<file path="src/hdl/jlvsr_pkg.sv">
// shared types and constants for the jerk limited velocity and steering ramp
package jlvsr_pkg;

   localparam int CSR_INDEX_WIDTH = 4;

   // configuration register indexes
   localparam logic [CSR_INDEX_WIDTH-1:0] CSR_BRAKE_JERK_STEP   = 4'd0;
   localparam logic [CSR_INDEX_WIDTH-1:0] CSR_BRAKE_ACCEL_LIMIT = 4'd1;
   localparam logic [CSR_INDEX_WIDTH-1:0] CSR_ACCEL_JERK_STEP   = 4'd2;
   localparam logic [CSR_INDEX_WIDTH-1:0] CSR_ACCEL_LIMIT       = 4'd3;
   localparam logic [CSR_INDEX_WIDTH-1:0] CSR_DECEL_JERK_STEP   = 4'd4;
   localparam logic [CSR_INDEX_WIDTH-1:0] CSR_DECEL_LIMIT       = 4'd5;
   localparam logic [CSR_INDEX_WIDTH-1:0] CSR_TICK_PERIOD       = 4'd6;
   localparam logic [CSR_INDEX_WIDTH-1:0] CSR_STEER_OFFSET      = 4'd7;

   // ramp modes
   localparam logic [1:0] MODE_BRAKE         = 2'd0;
   localparam logic [1:0] MODE_BRAKE_RELEASE = 2'd1;
   localparam logic [1:0] MODE_ACCELERATE    = 2'd2;
   localparam logic [1:0] MODE_DECELERATE    = 2'd3;

   // steering rate schedule, Q16
   localparam logic [16:0] VMIN_Q    = 17'd36409;
   localparam logic [16:0] VSPAN_Q   = 17'd91022;
   localparam logic [15:0] RATE_LO_Q = 16'd16013;
   localparam logic [15:0] RATE_HI_Q = 16'd41178;
   localparam logic [14:0] SLOPE_Q   = 15'd18118;

   typedef struct packed {
      logic signed [23:0] target_speed;
      logic signed [23:0] target_steer;
      logic signed [23:0] measured_speed;
   } req_type;

   typedef struct packed {
      logic signed [23:0] speed_setpoint;
      logic signed [23:0] accel_command;
      logic signed [23:0] steer_command;
      logic               braking;
      logic signed [23:0] speed_error;
      logic [22:0]        forward_target;
      logic [1:0]         ramp_mode;
   } rsp_type;

   typedef struct packed {
      logic [22:0]        brake_jerk_step;
      logic [22:0]        brake_accel_limit;
      logic [22:0]        accel_jerk_step;
      logic [22:0]        accel_limit;
      logic [22:0]        decel_jerk_step;
      logic [22:0]        decel_limit;
      logic [22:0]        tick_period;
      logic signed [23:0] steer_offset;
   } cfg_type;

   typedef struct packed {
      logic load;
      logic mode_step;
      logic mul_step;
      logic ramp_step;
      logic steer_step;
      logic commit;
   } ctrl_cmd_type;

endpackage

</file>
<file path="src/hdl/jlvsr_csr.sv">
// configuration register file
module jlvsr_csr (
   input  logic                                   clock,
   input  logic                                   reset,
   input  logic                                   csr_valid,
   output logic                                   csr_ready,
   input  logic [jlvsr_pkg::CSR_INDEX_WIDTH-1:0]  csr_index,
   input  logic [23:0]                            csr_data,
   output jlvsr_pkg::cfg_type                     cfg
);

   jlvsr_pkg::cfg_type cfg_ff;
   jlvsr_pkg::cfg_type cfg_in;

   assign csr_ready = 1'b1;
   assign cfg       = cfg_ff;

   always_comb begin
      cfg_in = cfg_ff;
      if (csr_valid) begin
         case (csr_index)
            jlvsr_pkg::CSR_BRAKE_JERK_STEP:   cfg_in.brake_jerk_step   = csr_data[22:0];
            jlvsr_pkg::CSR_BRAKE_ACCEL_LIMIT: cfg_in.brake_accel_limit = csr_data[22:0];
            jlvsr_pkg::CSR_ACCEL_JERK_STEP:   cfg_in.accel_jerk_step   = csr_data[22:0];
            jlvsr_pkg::CSR_ACCEL_LIMIT:       cfg_in.accel_limit       = csr_data[22:0];
            jlvsr_pkg::CSR_DECEL_JERK_STEP:   cfg_in.decel_jerk_step   = csr_data[22:0];
            jlvsr_pkg::CSR_DECEL_LIMIT:       cfg_in.decel_limit       = csr_data[22:0];
            jlvsr_pkg::CSR_TICK_PERIOD:       cfg_in.tick_period       = csr_data[22:0];
            jlvsr_pkg::CSR_STEER_OFFSET:      cfg_in.steer_offset      = $signed(csr_data);
            default:                          cfg_in = cfg_ff;
         endcase
      end
   end

   always_ff @(posedge clock) begin
      if (reset) begin
         cfg_ff <= '0;
      end else begin
         cfg_ff <= cfg_in;
      end
   end

endmodule

</file>
<file path="src/hdl/jlvsr_ctrl.sv">
// sequencing state machine for one tick
module jlvsr_ctrl (
   input  logic                    clock,
   input  logic                    reset,
   input  logic                    req_valid,
   output logic                    req_ready,
   output logic                    rsp_valid,
   input  logic                    rsp_ready,
   output jlvsr_pkg::ctrl_cmd_type cmd
);

   localparam logic [2:0] ST_IDLE  = 3'd0;
   localparam logic [2:0] ST_MODE  = 3'd1;
   localparam logic [2:0] ST_MUL   = 3'd2;
   localparam logic [2:0] ST_RAMP  = 3'd3;
   localparam logic [2:0] ST_STEER = 3'd4;
   localparam logic [2:0] ST_DONE  = 3'd5;

   logic [2:0] state_ff;
   logic [2:0] state_in;
   logic       rsp_valid_ff;
   logic       rsp_valid_in;

   assign req_ready = (state_ff == ST_IDLE);
   assign rsp_valid = rsp_valid_ff;

   always_comb begin
      state_in     = state_ff;
      rsp_valid_in = rsp_valid_ff && !rsp_ready;
      cmd          = '0;
      case (state_ff)
         ST_IDLE: begin
            cmd.load = req_valid;
            if (req_valid) state_in = ST_MODE;
         end
         ST_MODE: begin
            cmd.mode_step = 1'b1;
            state_in      = ST_MUL;
         end
         ST_MUL: begin
            cmd.mul_step = 1'b1;
            state_in     = ST_RAMP;
         end
         ST_RAMP: begin
            cmd.ramp_step = 1'b1;
            state_in      = ST_STEER;
         end
         ST_STEER: begin
            cmd.steer_step = 1'b1;
            state_in       = ST_DONE;
         end
         ST_DONE: begin
            // hold until the output register is free
            if (!rsp_valid_ff || rsp_ready) begin
               cmd.commit   = 1'b1;
               rsp_valid_in = 1'b1;
               state_in     = ST_IDLE;
            end
         end
         default: state_in = ST_IDLE;
      endcase
   end

   always_ff @(posedge clock) begin
      if (reset) begin
         state_ff     <= ST_IDLE;
         rsp_valid_ff <= 1'b0;
      end else begin
         state_ff     <= state_in;
         rsp_valid_ff <= rsp_valid_in;
      end
   end

endmodule

</file>
<file path="src/hdl/jlvsr_datapath.sv">
// ramp datapath: mode select, jerk step, integration, steering rate
module jlvsr_datapath #(
   parameter int VALUE_WIDTH = 24
) (
   input  logic                    clock,
   input  logic                    reset,
   input  jlvsr_pkg::ctrl_cmd_type cmd,
   input  jlvsr_pkg::req_type      req,
   input  jlvsr_pkg::cfg_type      cfg,
   output jlvsr_pkg::rsp_type      rsp
);

   localparam int W  = VALUE_WIDTH;
   localparam int XW = ((W > 24) ? W : 24) + 10;
   localparam int PW = W + 24;
   localparam logic signed [XW-1:0] MAX_X = {{(XW-W+1){1'b0}}, {(W-1){1'b1}}};
   localparam logic signed [XW-1:0] MIN_X = ~MAX_X;

   function automatic logic signed [W-1:0] sat_w(input logic signed [XW-1:0] v);
      logic signed [W-1:0] r;
      if (v > MAX_X) r = MAX_X[W-1:0];
      else if (v < MIN_X) r = MIN_X[W-1:0];
      else r = v[W-1:0];
      return r;
   endfunction

   function automatic logic signed [XW-1:0] ext(input logic signed [W-1:0] v);
      return XW'(v);
   endfunction

   function automatic logic signed [XW-1:0] uext(input logic [22:0] v);
      return $signed(XW'(v));
   endfunction

   // working registers
   logic signed [W-1:0]  tgt_ff, wz_ff, meas_ff;
   logic signed [W-1:0]  speed_ff, steer_ff, accel_ff;
   logic [1:0]           mode_ff;
   logic [1:0]           mode_new_ff, mode_new_in;
   logic                 act_ff, act_in;
   logic                 up_ff, up_in;
   logic signed [W-1:0]  accel_new_ff, accel_new_in;
   logic [31:0]          slope_prod_ff, slope_prod_in;
   logic signed [PW-1:0] pa_ff, pa_in;
   logic [15:0]          rate_ff, rate_in;
   logic signed [W-1:0]  speed_new_ff, speed_new_in;
   logic [38:0]          pd_ff, pd_in;
   logic signed [W-1:0]  steer_new_ff, steer_new_in;
   jlvsr_pkg::rsp_type   rsp_ff, rsp_in;

   // mode step temporaries
   logic signed [XW-1:0] step_x, lim_x, base_x, dv_x;
   logic signed [W-1:0]  acc_t, acc_c;
   logic [16:0]          dv;

   always_comb begin
      mode_new_in = mode_ff;
      act_in      = 1'b1;
      up_in       = 1'b0;
      step_x      = '0;
      lim_x       = '0;
      if (tgt_ff < 0) begin
         mode_new_in = jlvsr_pkg::MODE_BRAKE;
         step_x      = -uext(cfg.brake_jerk_step);
         lim_x       = uext(cfg.brake_accel_limit);
      end else if (tgt_ff > 0 && speed_ff < 0) begin
         mode_new_in = jlvsr_pkg::MODE_BRAKE_RELEASE;
         step_x      = uext(cfg.brake_jerk_step);
         lim_x       = uext(cfg.brake_accel_limit);
         up_in       = 1'b1;
      end else if (tgt_ff > speed_ff) begin
         mode_new_in = jlvsr_pkg::MODE_ACCELERATE;
         step_x      = uext(cfg.accel_jerk_step);
         lim_x       = uext(cfg.accel_limit);
         up_in       = 1'b1;
      end else if (tgt_ff < speed_ff) begin
         mode_new_in = jlvsr_pkg::MODE_DECELERATE;
         step_x      = -uext(cfg.decel_jerk_step);
         lim_x       = uext(cfg.decel_limit);
      end else begin
         act_in = 1'b0;
      end
      // acceleration restarts from zero on a mode change
      base_x = (mode_new_in != mode_ff) ? '0 : ext(accel_ff);
      acc_t  = sat_w(base_x + step_x);
      acc_c  = acc_t;
      if (up_in) begin
         if (ext(acc_t) > lim_x) acc_c = sat_w(lim_x);
      end else begin
         if (ext(acc_t) < -lim_x) acc_c = sat_w(-lim_x);
      end
      accel_new_in = act_in ? acc_c : accel_ff;

      dv_x = ext(meas_ff) - $signed(XW'(jlvsr_pkg::VMIN_Q));
      if (dv_x < 0) dv = '0;
      else if (dv_x > $signed(XW'(jlvsr_pkg::VSPAN_Q))) dv = jlvsr_pkg::VSPAN_Q;
      else dv = dv_x[16:0];
      slope_prod_in = 32'(jlvsr_pkg::SLOPE_Q) * 32'(dv);
   end

   // multiply step
   logic [16:0]        rate_drop;
   logic signed [17:0] rate_t;

   always_comb begin
      pa_in     = PW'(accel_new_ff) * PW'($signed({1'b0, cfg.tick_period}));
      rate_drop = 17'((slope_prod_ff + 32'd32768) >> 16);
      rate_t    = $signed({2'b00, jlvsr_pkg::RATE_HI_Q}) - $signed({1'b0, rate_drop});
      if (rate_t < $signed({2'b00, jlvsr_pkg::RATE_LO_Q})) rate_in = jlvsr_pkg::RATE_LO_Q;
      else rate_in = rate_t[15:0];
   end

   // integration step, round half up then floor
   logic signed [PW-1:0] pa_rnd;
   logic signed [PW-1:0] pa_shift;
   logic signed [W-1:0]  spd_t;

   always_comb begin
      pa_rnd   = pa_ff + $signed(PW'(32768));
      pa_shift = pa_rnd >>> 16;
      spd_t    = sat_w(ext(speed_ff) + XW'(pa_shift));
      if (up_ff) begin
         if (spd_t > tgt_ff) spd_t = tgt_ff;
      end else begin
         if (spd_t < tgt_ff) spd_t = tgt_ff;
      end
      speed_new_in = act_ff ? spd_t : speed_ff;
      pd_in        = 39'(rate_ff) * 39'(cfg.tick_period);
   end

   // steering ramp step
   logic [23:0]          delta;
   logic signed [XW-1:0] delta_x;
   logic signed [W-1:0]  str_t;

   always_comb begin
      delta   = 24'((pd_ff + 39'd32768) >> 16);
      delta_x = $signed(XW'(delta));
      str_t   = steer_ff;
      if (wz_ff > steer_ff) begin
         str_t = sat_w(ext(steer_ff) + delta_x);
         if (str_t > wz_ff) str_t = wz_ff;
      end else if (wz_ff < steer_ff) begin
         str_t = sat_w(ext(steer_ff) - delta_x);
         if (str_t < wz_ff) str_t = wz_ff;
      end
      steer_new_in = str_t;
   end

   // result word
   logic signed [W-1:0] offs;

   always_comb begin
      offs                  = sat_w(XW'(cfg.steer_offset));
      rsp_in.speed_setpoint = 24'(speed_new_ff);
      rsp_in.accel_command  = 24'(accel_new_ff);
      rsp_in.steer_command  = 24'(sat_w(ext(offs) + ext(steer_new_ff)));
      rsp_in.braking        = (speed_new_ff < 0);
      rsp_in.speed_error    = 24'(sat_w(ext(speed_new_ff) - ext(meas_ff)));
      rsp_in.forward_target = (speed_new_ff > 0) ? 23'(speed_new_ff) : '0;
      rsp_in.ramp_mode      = mode_new_ff;
   end

   assign rsp = rsp_ff;

   always_ff @(posedge clock) begin
      if (cmd.load) begin
         tgt_ff  <= sat_w(XW'(req.target_speed));
         wz_ff   <= sat_w(XW'(req.target_steer));
         meas_ff <= sat_w(XW'(req.measured_speed));
      end
      if (cmd.mode_step) begin
         mode_new_ff   <= mode_new_in;
         act_ff        <= act_in;
         up_ff         <= up_in;
         accel_new_ff  <= accel_new_in;
         slope_prod_ff <= slope_prod_in;
      end
      if (cmd.mul_step) begin
         pa_ff   <= pa_in;
         rate_ff <= rate_in;
      end
      if (cmd.ramp_step) begin
         speed_new_ff <= speed_new_in;
         pd_ff        <= pd_in;
      end
      if (cmd.steer_step) begin
         steer_new_ff <= steer_new_in;
      end
      if (cmd.commit) begin
         rsp_ff <= rsp_in;
      end
   end

   // ramp state
   always_ff @(posedge clock) begin
      if (reset) begin
         speed_ff <= '0;
         steer_ff <= '0;
         accel_ff <= '0;
         mode_ff  <= jlvsr_pkg::MODE_BRAKE;
      end else if (cmd.commit) begin
         speed_ff <= speed_new_ff;
         steer_ff <= steer_new_ff;
         accel_ff <= accel_new_ff;
         mode_ff  <= mode_new_ff;
      end
   end

endmodule

</file>
<file path="src/hdl/jerk_limited_velocity_steer_ramp_top.sv">
// top level of the jerk limited velocity and rate limited steering ramp
//
//   channel   ports                        direction   moves
//   req       req_valid/req_ready/req      in          one word per control tick
//   rsp       rsp_valid/rsp_ready/rsp      out         one word per accepted req word
//   csr       csr_valid/csr_ready/index    in          one register write, always ready
//
// the accepting edge loads the word; the sequencer then steps through mode select,
// multiply, integrate, steering step and commit, and rsp_valid rises with the commit.
// a new req word is taken as soon as the sequencer is back in idle, even while
// the previous result still waits; commit then stalls until rsp is taken.
// reset clears the ramp state, the mode (brake), the configuration and the sequencer;
// the working registers and the held result word are not reset.
module jerk_limited_velocity_steer_ramp_top #(
   parameter int VALUE_WIDTH = 24
) (
   input  logic                                  clock,
   input  logic                                  reset,
   input  logic                                  req_valid,
   output logic                                  req_ready,
   input  jlvsr_pkg::req_type                    req,
   output logic                                  rsp_valid,
   input  logic                                  rsp_ready,
   output jlvsr_pkg::rsp_type                    rsp,
   input  logic                                  csr_valid,
   output logic                                  csr_ready,
   input  logic [jlvsr_pkg::CSR_INDEX_WIDTH-1:0] csr_index,
   input  logic [23:0]                           csr_data
);

   jlvsr_pkg::cfg_type      cfg;
   jlvsr_pkg::ctrl_cmd_type cmd;

   jlvsr_csr u_csr (
      .clock     (clock),
      .reset     (reset),
      .csr_valid (csr_valid),
      .csr_ready (csr_ready),
      .csr_index (csr_index),
      .csr_data  (csr_data),
      .cfg       (cfg)
   );

   jlvsr_ctrl u_ctrl (
      .clock     (clock),
      .reset     (reset),
      .req_valid (req_valid),
      .req_ready (req_ready),
      .rsp_valid (rsp_valid),
      .rsp_ready (rsp_ready),
      .cmd       (cmd)
   );

   jlvsr_datapath #(
      .VALUE_WIDTH (VALUE_WIDTH)
   ) u_datapath (
      .clock (clock),
      .reset (reset),
      .cmd   (cmd),
      .req   (req),
      .cfg   (cfg),
      .rsp   (rsp)
   );

endmodule

</file>
<file path="config.mk">
export PLATFORM = sky130hd
export DESIGN_NAME = jerk_limited_velocity_steer_ramp_top
export DESIGN_NICKNAME = d
export VERILOG_FILES = /design/src/hdl/jlvsr_pkg.sv /design/src/hdl/jlvsr_csr.sv /design/src/hdl/jlvsr_ctrl.sv /design/src/hdl/jlvsr_datapath.sv /design/src/hdl/jerk_limited_velocity_steer_ramp_top.sv
export SDC_FILE = /design/constraint.sdc
export NUM_CORES = 2
export LEC_CHECK = 0
export BUFFER_PORTS_ARGS = -buffer_cell sky130_fd_sc_hd__buf_2
export CAP_MARGIN = 20
export CELL_PAD_IN_SITES_DETAIL_PLACEMENT = 1
export CELL_PAD_IN_SITES_GLOBAL_PLACEMENT = 1
export CORE_ASPECT_RATIO = 2
export CORE_MARGIN = 3
export CORE_UTILIZATION = 55
export DETAILED_ROUTE_END_ITERATION = 12
export PLACE_DENSITY = 0.89
export SYNTH_ARGS = -nofsm -noshare
export SYNTH_HDL_FRONTEND = slang
export SYNTH_HIERARCHICAL = 1
export SYNTH_SLANG_ARGS = --single-unit
</file>
<file path="constraint.sdc">
create_clock -name clock -period 23.4 [get_ports clock]
set_input_delay 2.34 -clock clock [delete_from_list [all_inputs] [get_ports clock]]
set_output_delay 2.34 -clock clock [all_outputs]
set_load 0.03 [all_outputs]
</file>
==> flow_summary.toml <==
[logic_synthesis]
ys_types = 114
avgSynthCellArea_um2 = 9.22
seq_area_frac_synth_pct = 21.0
synth_warnings = 6
ys_ff_latch = 622
syn_nets = 10021
synthCells = 8288
synth_area_um2 = 76400
synth-edff-count = 359
synth_top_cell_by_area = "fa_1"
synth_ff_type = "edfxtp_1"
synthArstFlopShare_pct = 0
synth_area_leaders = "fa_1 (25%), edfxtp_1 (14%), ha_1 (11%)"
yosys.area.top_type_share_pct = 24.6

[power_and_ir_drop]
peakVddDrop_uv = 59.8
seqPwrFrac_pct = 31.9
clock_power_share_pct = 28.7
p_total_mw = 4.17
p_leak_nw = 37.8
p_int_mw = 2.46
pwr-share-comb_pct = 39.5
cellPowerDensity_nw_per_um2 = 50.9
switching_share_pct = 41.0
p_switching_mw = 1.71

[timing]
period_share_pct = 56.7
fin_tns_setup_ns = 0
setup_viol_count_final = 0
rsz0062_at_grt = "no"
min_period_ns = 13.27
worst_pin_slew_ns = 1.33
finalHoldViolations = 0
max_freq_ghz = 0.0753
finalMaxSlewViolations = 0
maxSlewHeadroom_pct = 10.9
skew_ns = 0.0529

[worst_setup_path]
path_buf_inv = 2
max_stage_delay_ns = 0.92
crit_path_top_delay_cell = "nor2_1"
cp-start-kind = "register"
path_class = "reg -> reg"
critPathArrivalTime_ns = 13.70
critPathTopFamily = "simple AND/OR/NAND/NOR gates"
cp-end-kind = "register"
cp.required_ns = 23.82
worstPathMaxFanout = 53

[clocking]
cts_inserted_buffers = 67
htreeDepth = 3
cts_resized = 0
holdBufCountCts = 0
clk_latency_ns = 0.69
cts-root-buf = "clkbuf_16"
numClockSinks = 622
cts.clk_slew.worst_paths_ns = 0.07
cts_buffer_depth = 3
tritoncts = "built"
cts_setup_buffers = 0

[finish]
drive_above_1_share_pct = 7.34
final_nets = 10017
area.growth.synth_to_final_pct = 7.33
layout_commonest_cell = "inv_1"
multi_input_area_um2 = 54100
num-fill-cells = 15656
regArea_um2 = 16000
layout_common_cells = "inv_1 (1204), fa_1 (939), nand2_1 (801)"

[floorplan]
die_w_um = 270
start_util_pct = 55.6
die-area_um2 = 144000
num_rows = 192
die_h_um = 533
ioPinCount = 230
core_area_um2 = 137000

[status]
status = "completed"

[detailed_routing]
ant_nets = 0
drt-initial-drc-count = 6061
wl_per_cell_um = 34.6
routed_wl_um = 353000
avgViaCountPerCell = 6.70
first_pass_iters = 7
drc = 0
dr_total_vias = 68352

[global_routing]
gr-total-overflow = 0
antenna_found_initial = 48
grt_pass1_vias = 78603
grt_max_degree = 125
grt_pass1_wl_um = 511000
grt_usage_pct = 48.9

[place]
gp_congestion = 1.06
dp_hpwl_um = 254000
io_buffers = 228

[hold_path]
holdCritPathClass = "reg -> reg"

[flow_run]
maxCapViolCount = 0
flip-flops by register name (all words and copies together), names as in the netlist, 17 cells and up:
register	flops
u_csr/cfg	185
u_datapath/accel_ff	24
u_datapath/accel_new_ff	24
u_datapath/meas_ff	24
u_datapath/pa_ff	33
u_datapath/pd_ff	24
u_datapath/rsp	121
u_datapath/slope_prod_ff	17
u_datapath/speed_ff	24
u_datapath/speed_new_ff	24
u_datapath/steer_ff	24
u_datapath/steer_new_ff	24
u_datapath/tgt_ff	24
u_datapath/wz_ff	24
power groups by stage:
stage,registers (mW),clock network (mW),logic (mW)
global placement,1.34,0,1.43
CTS,1.32,1.20,1.56
finish,1.33,1.20,1.65
global route,1.33,1.24,1.74
floorplan,1.31,0,0.975
detailed placement,1.34,0,1.52
stage by stage:
stage	setup WS, ns	hold slack (ns)	utilization, %	cells	cell area [um2]
2_1_floorplan	13.85	0.426	-	8288	76400
3_3_place_gp	10.86	0.456	57.7	10040	79200
3_5_place_dp	10.58	0.462	57.8	10047	79400
4_1_cts	10.51	0.486	59.5	10168	81700
5_1_grt	9.69	0.506	59.6	10187	81900
6_report	10.13	0.485	59.7	10202	82000
metal layers:
| metal | GRT usage [%] | routed length (um) | vias to the layer above |
|---|---|---|---|
| li1 | - | - | 27150 |
| met1 | 42.3 | 98300 | 33713 |
| met2 | 81.7 | 169000 | 4733 |
| met3 | 15.1 | 31100 | 2736 |
| met4 | 59.3 | 54300 | 20 |
| met5 | 0.566 | 200 | - |
logic make-up (layout without fill, tap and decap cells):
family | Yosys count | in the layout | synth area share [%]
muxes | 281 | 281 | 3.69
and+or+nand+nor | 2522 | 2522 | 16.6
buffers and inverters | 1681 | 1729 | 8.45
other | 1 | 24 | 0.00491
DFF | 622 | 622 | 21.0
xor gates and xnor gates | 341 | 341 | 3.96
adders and majority gates | 1628 | 1628 | 35.9
AOI/OAI and AO/OA | 1212 | 1212 | 10.4
Yosys cell counts, types with 12 or more instances:
cell type  instances
inv_1           1205
fa_1             939
nand2_1          801
ha_1             689
and2_1           456
clkbuf_1         418
nor2_1           361
edfxtp_1         359
a21oi_1          330
mux2i_1          277
dfxtp_1          263
nand2b_1         263
o21ai_0          256
xnor2_1          229
nand3_1          169
nor3_1           118
xor2_1           110
a21o_1           107
nor2b_1           85
o21a_1            73
nand4_1           60
and3_1            51
o211ai_1          49
a31oi_1           47
or3_1             42
a211oi_1          33
a22oi_1           29
nor4_1            27
o21bai_1          26
o31ai_1           24
o22ai_1           21
a211o_1           18
or2_2             18
a221oi_1          15
buf_1             15
buf_2             14
buf_4             14
a2111oi_0         13
a222oi_1          13
a31o_2            12
worst min-delay path, delay by kind of cell (launching register included):
kind,cells,cell delay (ns)
DFF,1,0.31
and+or+nand+nor,1,0.06
muxes,1,0.06
path summary, 6_finish.rpt:
kind	from	to	slack, ns	cells past startpoint
worst max-delay path	u_datapath/speed_ff[23]$_SDFFE_PP0P_	u_datapath/accel_new_ff[0]$_DFFE_PP_	10.13	38
worst min-delay path	u_csr/cfg[147]$_SDFFE_PP0P_	u_csr/cfg[147]$_SDFFE_PP0P_	0.48	2
worst max register to register	u_datapath/speed_ff[23]$_SDFFE_PP0P_	u_datapath/accel_new_ff[0]$_DFFE_PP_	10.13	38
worst min register to register	u_csr/cfg[147]$_SDFFE_PP0P_	u_csr/cfg[147]$_SDFFE_PP0P_	0.48	2
final cells by class:
type,count,area share [%]
Antenna cell,23,0.0702
Clock buffer,81,2.20
Timing Repair Buffer,396,3.20
Clock inverter,40,0.659
Multi-Input combinational cell,5985,65.9
Inverter,1212,5.55
Tap cell,1843,2.81
Sequential cell,622,19.6
(Power assumes the default switching activity.)
